File: config.mk
export PLATFORM = sky130hd
export DESIGN_NAME = double_ended_queue
export DESIGN_NICKNAME = d
export VERILOG_FILES = /design/src/design/deq_pkg.sv /design/src/design/deq_ctrl.sv /design/src/design/deq_dp.sv /design/src/design/double_ended_queue.sv
export SDC_FILE = /design/constraint.sdc
export NUM_CORES = 1
export LEC_CHECK = 0
export ABC_AREA = 1
export BUFFER_PORTS_ARGS = -buffer_cell sky130_fd_sc_hd__clkbuf_2
export CORE_MARGIN = 2
export CORE_UTILIZATION = 35
export DETAILED_ROUTE_END_ITERATION = 7
export GPL_TIMING_DRIVEN = 0
export SYNTH_ARGS = -nofsm -noshare
export SYNTH_HDL_FRONTEND = slang
export SYNTH_SLANG_ARGS = --single-unit
File: constraint.sdc
create_clock -name clk -period 2.85 [get_ports clk]
set_clock_uncertainty 0.05 [all_clocks]
set_input_delay 0.7125 -clock clk [delete_from_list [all_inputs] [get_ports clk]]
set_output_delay 0.7125 -clock clk [all_outputs]
set_load 0.05 [all_outputs]
File: src/design/deq_pkg.sv
// Shared operation codes, status codes and controller command type for the deque.
package deq_pkg;

  localparam int MODE_W   = 3;
  localparam int BYTE_W   = 8;
  localparam int STATUS_W = 2;

  localparam logic [MODE_W-1:0] MODE_PUSH_FRONT = 3'd0;
  localparam logic [MODE_W-1:0] MODE_PUSH_BACK  = 3'd1;
  localparam logic [MODE_W-1:0] MODE_POP_FRONT  = 3'd2;
  localparam logic [MODE_W-1:0] MODE_POP_BACK   = 3'd3;
  localparam logic [MODE_W-1:0] MODE_PEEK_FRONT = 3'd4;
  localparam logic [MODE_W-1:0] MODE_PEEK_BACK  = 3'd5;

  localparam logic [STATUS_W-1:0] STATUS_OK    = 2'd0;
  localparam logic [STATUS_W-1:0] STATUS_EMPTY = 2'd1;
  localparam logic [STATUS_W-1:0] STATUS_FULL  = 2'd2;

  typedef struct packed {
    logic load;
    logic exec;
  } deq_cmd_t;

endpackage

File: src/design/deq_ctrl.sv
// Controller state machine: sequences capture, execution and result handoff.
module deq_ctrl (
  input  logic              clk,
  input  logic              rst,
  input  logic              s_tvalid,
  output logic              s_tready,
  output logic              m_tvalid,
  input  logic              m_tready,
  output deq_pkg::deq_cmd_t cmd
);
  import deq_pkg::*;

  typedef enum logic [2:0] {
    ST_IDLE = 3'b001,
    ST_EXEC = 3'b010,
    ST_OUT  = 3'b100
  } state_t;

  state_t state;
  state_t state_next;

  always_comb begin
    state_next = state;
    case (state)
      ST_IDLE: begin
        if (s_tvalid) state_next = ST_EXEC;
      end
      ST_EXEC: begin
        state_next = ST_OUT;
      end
      ST_OUT: begin
        if (m_tready) state_next = ST_IDLE;
      end
      default: begin
        state_next = ST_IDLE;
      end
    endcase
  end

  always_ff @(posedge clk) begin
    if (rst) begin
      state <= ST_IDLE;
    end else begin
      state <= state_next;
    end
  end

  assign s_tready = (state == ST_IDLE);
  assign m_tvalid = (state == ST_OUT);
  assign cmd.load = s_tvalid && (state == ST_IDLE);
  assign cmd.exec = (state == ST_EXEC);

endmodule

File: src/design/deq_dp.sv
// Datapath: ring store, front pointer, item count and result register.
module deq_dp #(
  parameter int DEPTH = 16,
  parameter int PW    = (DEPTH > 1) ? $clog2(DEPTH) : 1,
  parameter int CW    = $clog2(DEPTH + 1)
) (
  input  logic                           clk,
  input  logic                           rst,
  input  deq_pkg::deq_cmd_t              cmd,
  input  logic [deq_pkg::MODE_W-1:0]     in_mode,
  input  logic [deq_pkg::BYTE_W-1:0]     in_push_data,
  output logic [deq_pkg::BYTE_W-1:0]     out_data,
  output logic [deq_pkg::STATUS_W-1:0]   status,
  output logic [CW-1:0]                  fill_count
);
  import deq_pkg::*;

  logic [BYTE_W-1:0]   mem [DEPTH];
  logic [BYTE_W-1:0]   rd_q;
  logic [MODE_W-1:0]   mode;
  logic [BYTE_W-1:0]   push_data;
  logic [PW-1:0]       front;
  logic [PW-1:0]       front_next;
  logic [CW-1:0]       count;
  logic [CW-1:0]       count_next;
  logic [STATUS_W-1:0] res_status;
  logic [STATUS_W-1:0] res_status_next;
  logic                res_rd;
  logic                res_rd_next;
  logic                we;
  logic                re;
  logic [PW-1:0]       slot;
  logic [PW:0]         back_sum;
  logic [PW:0]         tail_sum;
  logic [PW-1:0]       back_slot;
  logic [PW-1:0]       tail_slot;
  logic [PW-1:0]       front_dec;
  logic [PW-1:0]       front_inc;
  logic                full;
  logic                empty;

  assign full  = (count == CW'(DEPTH));
  assign empty = (count == '0);

  assign back_sum  = (PW+1)'(front) + (PW+1)'(count) - (PW+1)'(1);
  assign tail_sum  = (PW+1)'(front) + (PW+1)'(count);
  assign back_slot = (back_sum >= (PW+1)'(DEPTH)) ? PW'(back_sum - (PW+1)'(DEPTH))
                                                  : PW'(back_sum);
  assign tail_slot = (tail_sum >= (PW+1)'(DEPTH)) ? PW'(tail_sum - (PW+1)'(DEPTH))
                                                  : PW'(tail_sum);
  assign front_dec = (front == '0) ? PW'(DEPTH - 1) : front - PW'(1);
  assign front_inc = (front == PW'(DEPTH - 1)) ? '0 : front + PW'(1);

  always_comb begin
    front_next      = front;
    count_next      = count;
    res_status_next = STATUS_OK;
    res_rd_next     = 1'b0;
    we              = 1'b0;
    re              = 1'b0;
    slot            = front;
    case (mode)
      MODE_PUSH_FRONT, MODE_PUSH_BACK: begin
        if (full) begin
          res_status_next = STATUS_FULL;
        end else begin
          we         = 1'b1;
          count_next = count + CW'(1);
          if (mode == MODE_PUSH_FRONT) begin
            slot       = front_dec;
            front_next = front_dec;
          end else begin
            slot = tail_slot;
          end
        end
      end
      MODE_POP_FRONT, MODE_POP_BACK, MODE_PEEK_FRONT, MODE_PEEK_BACK: begin
        if (empty) begin
          res_status_next = STATUS_EMPTY;
        end else begin
          re          = 1'b1;
          res_rd_next = 1'b1;
          if (mode == MODE_POP_FRONT || mode == MODE_PEEK_FRONT) begin
            slot = front;
          end else begin
            slot = back_slot;
          end
          if (mode == MODE_POP_FRONT) begin
            front_next = front_inc;
            count_next = count - CW'(1);
          end else if (mode == MODE_POP_BACK) begin
            count_next = count - CW'(1);
          end
        end
      end
      default: begin
        res_status_next = STATUS_OK;
      end
    endcase
  end

  always_ff @(posedge clk) begin
    if (cmd.exec && we) mem[slot] <= push_data;
    if (cmd.exec && re) rd_q <= mem[slot];
  end

  always_ff @(posedge clk) begin
    if (cmd.load) begin
      mode      <= in_mode;
      push_data <= in_push_data;
    end
    if (cmd.exec) begin
      res_status <= res_status_next;
    end
  end

  always_ff @(posedge clk) begin
    if (rst) begin
      front  <= '0;
      count  <= '0;
      res_rd <= 1'b0;
    end else if (cmd.exec) begin
      front  <= front_next;
      count  <= count_next;
      res_rd <= res_rd_next;
    end
  end

  assign out_data   = res_rd ? rd_q : '0;
  assign status     = res_status;
  assign fill_count = count;

endmodule

File: src/design/double_ended_queue.sv
// Top level of the bounded double-ended byte queue.
// Usage:
//   Slave channel s_t*: one transaction per operation. s_tdata holds mode in
//   bits [2:0] (push front, push back, pop front, pop back, peek front, peek
//   back) and push_data in bits [10:3].
//   Master channel m_t*: one transaction per operation, carrying out_data,
//   status (ok, empty, full) and fill_count after the operation.
// Timing: an operation is captured in ST_IDLE, executed against the ring
//   store in ST_EXEC, and its result is presented in ST_OUT until the
//   receiver is ready. The controller holds one operation at a time: the
//   registered read of the ring store sets the execute cycle between
//   capture and result.
// Reset: rst clears the front pointer, the item count and the controller;
//   the ring store holds no reset value and is only read at live items.
// Stall: while m_tready is low the result holds on m_tdata and s_tready
//   stays low, so no new operation is taken until the result is accepted.
module double_ended_queue #(
  parameter int DEPTH = 16
) (
  input  logic                                       clk,
  input  logic                                       rst,
  input  logic                                       s_tvalid,
  output logic                                       s_tready,
  input  logic [15:0]                                s_tdata, // mode, push_data
  output logic                                       m_tvalid,
  input  logic                                       m_tready,
  output logic [((17 + $clog2(DEPTH + 1)) / 8) * 8 - 1:0] m_tdata // out_data, status, fill_count
);
  import deq_pkg::*;

  localparam int CW      = $clog2(DEPTH + 1);
  localparam int PW      = (DEPTH > 1) ? $clog2(DEPTH) : 1;
  localparam int RES_W   = BYTE_W + STATUS_W + CW;
  localparam int TDATA_W = ((RES_W + 7) / 8) * 8;

  deq_cmd_t            cmd;
  logic [BYTE_W-1:0]   out_data;
  logic [STATUS_W-1:0] status;
  logic [CW-1:0]       fill_count;

  deq_ctrl u_ctrl (
    .clk      (clk),
    .rst      (rst),
    .s_tvalid (s_tvalid),
    .s_tready (s_tready),
    .m_tvalid (m_tvalid),
    .m_tready (m_tready),
    .cmd      (cmd)
  );

  deq_dp #(
    .DEPTH (DEPTH),
    .PW    (PW),
    .CW    (CW)
  ) u_dp (
    .clk          (clk),
    .rst          (rst),
    .cmd          (cmd),
    .in_mode      (s_tdata[MODE_W-1:0]),
    .in_push_data (s_tdata[MODE_W +: BYTE_W]),
    .out_data     (out_data),
    .status       (status),
    .fill_count   (fill_count)
  );

  assign m_tdata = TDATA_W'({fill_count, status, out_data});

  a_one_in_flight: assert property (@(posedge clk) disable iff (rst)
    m_tvalid |-> !s_tready)
    else $error("operation taken while a result is pending");

  a_count_bound: assert property (@(posedge clk) disable iff (rst)
    m_tvalid |-> (fill_count <= CW'(DEPTH)))
    else $error("fill count exceeds depth");

  a_full_count: assert property (@(posedge clk) disable iff (rst)
    (m_tvalid && status == STATUS_FULL) |-> (fill_count == CW'(DEPTH)))
    else $error("full status without a full store");

  a_empty_result: assert property (@(posedge clk) disable iff (rst)
    (m_tvalid && status == STATUS_EMPTY) |-> (fill_count == '0 && out_data == '0))
    else $error("empty status with items or data");

endmodule
== Word-level counts from Yosys, hierarchy flattened ==
Memory sizes are Yosys's and may differ from the RTL's. A register that Yosys moved wholly into a read port is not among the register bits.
Cells that the tools add are included.
Cells by class
  magnitude comparators: 2
  equality and inequality tests: 17
  muxes and demuxes: 32
  $add $sub $neg: 8
  reductions and logical operators: 13
Operator list (count)
  2-to-1 mux 4 bit: 12
  2-to-1 mux 5 bit: 4
  one-hot mux 4 bit (2 select lines): 2
  subtractor 4 x 1 -> 4 bit (second input constant): 3
  greater-or-equal comparator 5 bit (second input constant): 2
  one-hot mux 5 bit (2 select lines): 1
  subtractor 5 x 1 -> 5 bit (second input constant): 2
  equality test 3 x 2 -> 1 bit (second input constant): 3
  equality test 3 bit (second input constant): 3
  one-hot mux 3 bit (3 select lines): 1
  2-to-1 mux 8 bit: 1
  2-to-1 mux 1 bit: 7
  equality test 3 x 1 -> 1 bit (second input constant): 2
  2-to-1 mux 3 bit: 2
  inequality test 2 x 1 -> 1 bit (second input constant): 3
  inequality test 2 bit (second input constant): 3
  AND reduction 6 bit: 1
  adder 4 x 5 -> 5 bit: 1
  adder 5 x 1 -> 5 bit (second input constant): 1
  equality test 5 bit (second input constant): 1
  zero test 5 bit: 1
  AND reduction 5 bit: 1
  adder 4 x 1 -> 4 bit (second input constant): 1
  equality test 4 bit (second input constant): 1
  11 further kinds: 13
Word-level totals
  logic and storage cells: 80
  memory bits (writable): 128
  output and inout bits: 18
  memories: 1
  flip-flop bits (word level): 26
  input port bits: 20
Memory list
  u_dp.mem: words 16, bits a word 8, rd ports 1, clocked after memory_dff 1, write ports 1, RTL line deq_dp.sv:18  | logic [BYTE_W-1:0] mem [DEPTH];

== Longest topological paths before layout ==
Gate-level depths: netlist of run 1.
  depth in word-level cells: 7
  mapped depth: 18
  mapped depth without buffers: 16

== By module ==
From an unflattened synthesis of run 1, not the netlist that was laid out.
Second synthesis, totals
  cells, all modules: 793
  area, all modules: 7629.8 um^2
By module, submodules not included
  deq_dp: instances 1, cells an instance 768, area an instance 7463.4 um^2
  deq_ctrl: instances 1, cells an instance 23, area an instance 155.1 um^2
  double_ended_queue: instances 1, cells an instance 2, area an instance 11.3 um^2

== Worst setup path after synthesis of run 1 ==
Ideal clock, no wire load.
  path kind: register -> register
  start point: register u_dp.count[0], in the netlist u_dp.fill_count[0]
  end point: memory u_dp.mem[10][0] (enable)
  setup slack: -0.482 ns
  buffers on the path: 2
  arrival: 2.911 ns
  required time: 2.430 ns
  cell stages (with the launch flop): 11
  setup time: 0.370 ns
  path through: dfxtp_1 > ha_1 > fa_1 > inv_1 > ha_1 > o22ai_2 > nand2b_1 > buf_2 > buf_4 > nand4_1 > nor2_1
On the way
  longest elaborated chain between the ends: 7
  elaborated cells between the ends (all ways): 20
  those cells by class: 4 x add/sub; 2 x order compare; 1 x eq/ne; 11 x mux; 2 x reduce/logical
RTL lines
  from (decl): RTL line deq_dp.sv:24  | logic [CW-1:0] count;
  from (signal assigned): RTL line deq_dp.sv:124  | count <= count_next;
  adder 4 x 5 -> 5 bit: RTL line deq_dp.sv:45, deq_dp.sv:46
  subtractor 5 x 1 -> 5 bit: RTL line deq_dp.sv:45  | assign back_sum = (PW+1)'(front) + (PW+1)'(count) - (PW+1)'(1);
  subtractor 4 x 1 -> 4 bit or greater-or-equal comparator 5 bit (tied branches): RTL line deq_dp.sv:47  | assign back_slot = (back_sum >= (PW+1)'(DEPTH)) ? PW'(back_sum - (PW+1)'(DEPTH))
  2-to-1 mux 4 bit: RTL line deq_dp.sv:47
  2-to-1 mux 4 bit: RTL line deq_dp.sv:83  | if (mode == MODE_POP_FRONT || mode == MODE_PEEK_FRONT) begin
  2-to-1 mux 4 bit: RTL line deq_dp.sv:78  | if (empty) begin
  one-hot mux 4 bit (2 select lines): RTL line deq_dp.sv:62  | case (mode)
  to (decl): RTL line deq_dp.sv:18
Parallel ways exist; a longest one is shown, timed or not.

== Worst setup path in the final report of run 1 ==
  start point: register u_dp.front[0]
  end point: memory u_dp.mem[9][2] (enable)
On the way
  longest elaborated chain between the ends: 7
  elaborated cells between the ends (all ways): 16
  those cells by class: 5 x add/sub; 2 x order compare; 8 x mux; 1 x reduce/logical
RTL lines
  from (decl): RTL line deq_dp.sv:22  | logic [PW-1:0] front;
  from (signal assigned): RTL line deq_dp.sv:123  | front <= front_next;
  adder 4 x 5 -> 5 bit: RTL line deq_dp.sv:45, deq_dp.sv:46
  subtractor 5 x 1 -> 5 bit: RTL line deq_dp.sv:45
  subtractor 4 x 1 -> 4 bit or greater-or-equal comparator 5 bit (tied branches): RTL line deq_dp.sv:47
  2-to-1 mux 4 bit: RTL line deq_dp.sv:47
  2-to-1 mux 4 bit: RTL line deq_dp.sv:83
  2-to-1 mux 4 bit: RTL line deq_dp.sv:78
  one-hot mux 4 bit (2 select lines) (*): RTL line deq_dp.sv:62
Mark *: on every way between the ends. The rest lies on a longest branch, timed or not.

==> impl_results.md, run 1 <==
* Status: finished clean
* Synth Flop Type: edfxtp_1
* Cell Area, Synth at 7550 um2
* Diode count at 0
* Core area at 21100 um2
* Avg Inst Size Synth at just under 10 um2
* Layout area overhead at 22.0%
* Hold WS at 400 ps
* Fin crit share at 99.3%
* Vias in the first global route at 5074
* Clk root buf: clkbuf_16
* Skew-Pair Late Insertion Delay at 430 ps
* Rows at between 50 and 60
* Slew headroom at 42.6%
* Overall Global Routing Usage at 16.4%
* Initial DRC count at 341
* VDD IR-drop max at 446 uV
* Drt via density at 4.75
* Cell variety after synth at 36
* # port buffers at 30
* Critical-path top delay cell: fa_1
* Total CTS buffers at 17
* Total gr overflow at 0
* CP Launch Type: flop
* HPWL after DPL at 11.8 mm
* Post-Syn Nets at 805
* Share of the synthesized area in the top cell type at a little under 60%
* Proportion of synthesized flip-flops having asynchronous set or reset at 0%
* Seq cells post-synth at roughly 160
* Largest net degree at the start of global routing at 17
* Synth area leaders: edfxtp_1 59%, nand2_1 16%, nand3_1 5.3%, dfxtp_1 3.4%, inv_1 2.5%
* HP Class: input pin to flop
* Most frequent cell after synthesis: nand2_1
* Cell breakdown of the critical path: ha_4 > fa_1 > inv_2 > ha_4 > xnor2_1 > nor2_1 > nor2_1 > nand2_2 > buf_4 > nor2_4 > inv_4 > nor2_4 > buf_12
* Power density over the cells at 592 nW/um2
* Drt total wl at between 15 and 20 mm
* Crit path capture type: flop
* Clock sink count at 162
* Register area share after synthesis at 62.7%
* Max Fclk at 0.353 GHz
* Initial antenna violation count at 0
* Die ar. at 22800 um2
* Die Y at 151 um
* Fin crit period at between 2000 and 3000 ps
* Per-cell routed wire length at 15.6 um
* CTS Buffer Depth at 2
* Initial Util at 35.8%
* Layout cells sized above 1 at about a fifth
* Hold bufs inserted after CTS at 0
* H-tree lvl count at 4
* First-pass GRT wire length at 27.5 mm
* Final Hold Viols at 0
* Via count at 5397
* Unrepaired setup endpoints after global routing: true
* # setup viols final at 0
* Post-route design area at 9210 um2
* Synth area leader: edfxtp_1
* CTS tree: built
* Mapped Cells at 774
* Max_cap viols at 0
* GP Congestion at just under 0.9
* Final max-slew violation count at 0
* Number of synthesized flops with an enable pin at 149
* Critical path class: flop to flop
* Static leakage at 3.79 nW
* Post-synth top cells: 322 x nand2_1, 149 x edfxtp_1, 80 x nand3_1, 51 x inv_1, 41 x nor2_1
* CP required at 2950 ps
* NumNets Final at 880
* CP peak stage delay at 540 ps
* Worst Path Arrival at 2930 ps
* Dpl cell area at 8140 um2
* CP max FO at 8
* DRC at 0
* ANT nets after route at 0
* YS warnings at 0
* Chip width at around 150 um
* Clock transition at the registers of the reported paths at 70 ps
* IO Pins at 38
* Measured slew at the worst slew-check pin at ~860 ps
* First-pass DRT Iterations at 5
## kinds of logic (layout without fill, tap and decap cells)
family                   after synthesis  count (layout)  synth area share (%)
AND/OR/NAND/NOR                      470             470                  26.2
flip-flops                           162             162                  62.7
buffers and inverters                 91             178                  5.70
AO/OA/AOI/OAI                         31              31                  2.42
adder cells (fa/ha/maj)               11              11                  2.02
XOR/XNOR                               8               8                 0.928
other                                  1               1                0.0497
## registers in the layout, summed over array words and instances, names as in the netlist
register         flops
u_dp.mode            3
u_dp.rd_q            8
u_ctrl.state         3
u_dp.push_data       8
u_dp.status          2
u_dp.res_rd          1
u_dp.front           4
u_dp.fill_count      5
u_dp.mem           128
## power by group
group	internal (W)	switching, W	total [W]
clock network	0.00132	0.000985	0.00230
registers	0.00264	0.0000637	0.00270
logic	0.000153	0.000299	0.000453
total	0.00410	0.00135	0.00545
## cells in the final DEF, fill, tap and decap left out, types with 10 or more instances in the layout
cell type  instances
buf_4             28
nand3_1           78
buf_6             10
a21oi_1           14
nor2_4            20
nor2_1            25
edfxtp_1         149
inv_1             48
nand2_1          319
clkbuf_16         17
clkbuf_2          30
## per-stage QoR
stage	TNS, ps	setup slack (ps)	utilization (%)	instances	power [W]
2_1_floorplan	-2340	-73.1	-	774	0.00301
3_3_place_gp	-59510	-577	38.6	1079	0.00314
3_5_place_dp	-64340	-591	38.6	1079	0.00315
4_1_cts	0	7.59	43.0	1128	0.00546
5_1_grt	-4090	-73.9	43.7	1136	0.00564
6_report	0	21.1	43.7	1136	0.00545
## layout make-up
class	instances	area (um2)
buffer	31	229
clock buffer	17	425
clock inverter	14	168
fill	2040	11900
inverter	59	231
multi-input combinational	521	2620
sequential	162	4740
tap	275	344
timing repair buffer	57	443
## path summary, 6_finish.rpt
path                                          from            endpoint  slack (ps)  depth (start not counted)
worst max-delay path                 u_dp.front[0]      u_dp.mem[9][2]          20                         13
worst min-delay path                    s_tdata[3]   u_dp.push_data[0]         400                          1
worst max register to register       u_dp.front[0]      u_dp.mem[9][2]          20                         13
worst min register to register  u_dp.fill_count[4]  u_dp.fill_count[4]         490                          1
## metal layers
layer | part of all wire, % | global-route usage, % | vias up | wire [um]
li1 | - | - | 2712 | -
met1 | 46 | 22.1 | 2542 | 8200
met2 | 48 | 26.8 | 120 | 8560
met3 | 3.5 | 3.22 | 23 | 620
met4 | 1.7 | 5.19 | 0 | 309
met5 | 0 | 0 | - | 0
## worst max-delay path: cells and delay by family, from the launching register on
family / cells / cell delay, ps
adder cells (fa/ha/maj): 3 / 850
XOR/XNOR: 1 / 140
AND/OR/NAND/NOR: 5 / 660
flip-flops: 1 / 360
buffers and inverters: 4 / 470
## what timing repair did
| item | CTS | global route |
|---|---|---|
| setup endpoints to repair | 136 | 128 |
| pin swaps | 16 | 15 |
| setup buffers | 19 | 8 |
| gates resized for setup | 30 | 20 |
Note: power is estimated with default switching activity, not from simulation.
==> inputs of run 2 (changes only) <==
CORE_ASPECT_RATIO = 0.75   (was not set)
==> impl_results.md, run 2 (synthesis gave the netlist of run 1 again) <==
* Status: finished clean
* Initial antenna violation count at 0
* Unrepaired setup endpoints after global routing: true
* CP Launch Type: flop
* Critical path class: flop to flop
* First-pass DRT Iterations at 5
* Post-route insts no fill at 1147
* HPWL after DPL at 12.2 mm
* H-tree lvl count at 4
* First-pass GRT wire length at 28.8 mm
* VDD IR-drop max at between 300 and 400 uV
* Worst slack, placed at -648 ps
* Total gr overflow at 0
* NumNets Final at 877
* Die ar. at 22800 um2
* Vias in the first global route at 5308
* # port buffers at 30
* Flop2flop setup slack at 70 ps
* Hold bufs inserted after CTS at 0
* Layout cells sized above 1 at 19.6%
* Final Hold Viols at 0
* Hold WS at 406 ps
* Most common cell after layout, fill and taps aside: nand2_1
* Pwr Total at 0.00537 W
* HP Class: input pin to flop
* Static leakage at 3.76 nW
* GR Util met2 at ~25%
* IO Pins at 38
* CTS tree: built
* Clock sink count at 162
* DRC at 0
* Final WS setup at between 60 and 70 ps
* Worst Path Arrival at roughly 2800 ps
* Critical-path top delay cell: fa_1
* Overall Global Routing Usage at 16.7%
* Power density over the cells at 586 nW/um2
* Sequential cell area at 4740 um2
* ANT nets after route at 0
* Grt met1 use at 24.2%
* Largest net degree at the start of global routing at 17
* Clk root buf: clkbuf_16
* Dpl cell area at 8160 um2
* Global route hottest layer: met2
* Fill cell count at between 2000 and 2500
* CP peak stage delay at 520 ps
* Total CTS buffers at 17
* Via count at between 5000 and 6000
* Max_cap viols at 0
* Drt total wl at 18.2 mm
* CP required at 2900 ps
* GP Congestion at about 0.9
* Drt via density at 4.81
* Layout area overhead at 21.3%
* Max Fclk at 0.359 GHz
* CP max FO at 8
* Fin crit share at 97.7%
* Crit path capture type: flop
* Post-Place Cells at between 1000 and 1500
* Post-route design area at roughly 9200 um2
* # setup viols final at 0
* Initial DRC count at 487
* Biggest register: u_dp.mem
* Cell breakdown of the critical path: ha_4 > fa_1 > inv_2 > ha_4 > xnor2_2 > nor2_1 > nor2_1 > nand2_2 > inv_4 > a21oi_4 > clkinvlp_4 > nor2_4
* Initial Util at 35.6%
* Commonest cells after routing, fill and taps aside: 320 x nand2_1, 149 x edfxtp_1, 78 x nand3_1
* Chip width at 174 um
* Rows at 46
* Largest regs: u_dp.mem (128), u_dp.push_data (8), u_dp.rd_q (8)
* M3 GR Usage at approximately 4.5%
* Slew headroom at 40.3%
* CTS Buffer Depth at 2
* Skew-Pair Late Insertion Delay at 430 ps
* Footprint of the multi-input gates at 2610 um2
* Max reg flops at 128
* Per-cell routed wire length at 15.9 um
* Core area at 21200 um2
* Clock transition at the registers of the reported paths at 60 ps
* Measured slew at the worst slew-check pin at 890 ps
* Fin crit period at 2780 ps
* Die Y at 131 um
* Final max-slew violation count at 0
[run 2: changes by cell type in the layout (fill, tap and decap cells not counted), moves of 2 or more]
cell and change:
inv_8 -3, nand3_2 +2, clkinv_4 +2, nand3_4 -2, clkbuf_1 +2, inv_6 -2, buf_6 -2, buf_4 -5
clkinv_1 +2, buf_2 +2
[run 2: final cells by class]
class                   count  area share (%)
flip-flops and latches    162            51.8
clock buffers              19            4.73
inverters                  59            2.55
well taps                 288            3.93
plain buffers              31            2.39
clock inverters            12            1.45
diodes                      1          0.0273
multi-input cells         521            28.5
repair buffers             54            4.64
[run 2: worst max-delay path: cells and delay by family (launching register included)]
family | cells | cell delay, ps
AOI/OAI and AO/OA | 1 | 160
xor gates and xnor gates | 1 | 120
adders and majority gates | 3 | 840
buffers and inverters | 3 | 350
DFF | 1 | 370
and+or+nand+nor | 4 | 560
[run 2: path summary, 6_finish.rpt]
kind / from / to / cells past startpoint
setup / recovery: u_dp.fill_count[0] / u_dp.mem[4][2] / 12
hold / removal: s_tdata[6] / u_dp.push_data[3] / 1
hold reg to reg: u_dp.fill_count[4] / u_dp.fill_count[4] / 1
setup reg to reg: u_dp.fill_count[0] / u_dp.mem[4][2] / 12
[run 2: timing repair]
item | in CTS | in global routing
gates resized for setup | 30 | 13
setup buffers | 18 | 6
cloned | 0 | 0
endpoints found under the setup margin | 136 | 136
pin swaps | 16 | 12
[run 2: per-layer routing]
layer / up-vias / part of all wire, %
met5: - / 0
met4: 0 / 1.1
met3: 14 / 7.7
met2: 178 / 43
met1: 2623 / 49
li1: 2699 / -
[run 2: stage by stage]
| stage | utilization [%] | TNS [ps] |
|---|---|---|
| 3_3_place_gp | 38.5 | -63210 |
| 5_1_grt | 43.2 | -2590 |
| 3_5_place_dp | 38.5 | -67250 |
| 4_1_cts | 42.8 | 0 |
| 6_report | 43.3 | 0 |
| 2_1_floorplan | - | -2340 |
[run 2: report_power, final]
part	switching, W	total (W)	leakage [nW]	internal [W]
logic	0.000306	0.000456	2.05	0.000150
registers	0.0000648	0.00270	1.45	0.00264
clock network	0.000926	0.00221	0.262	0.00129
total	0.00130	0.00537	3.76	0.00407
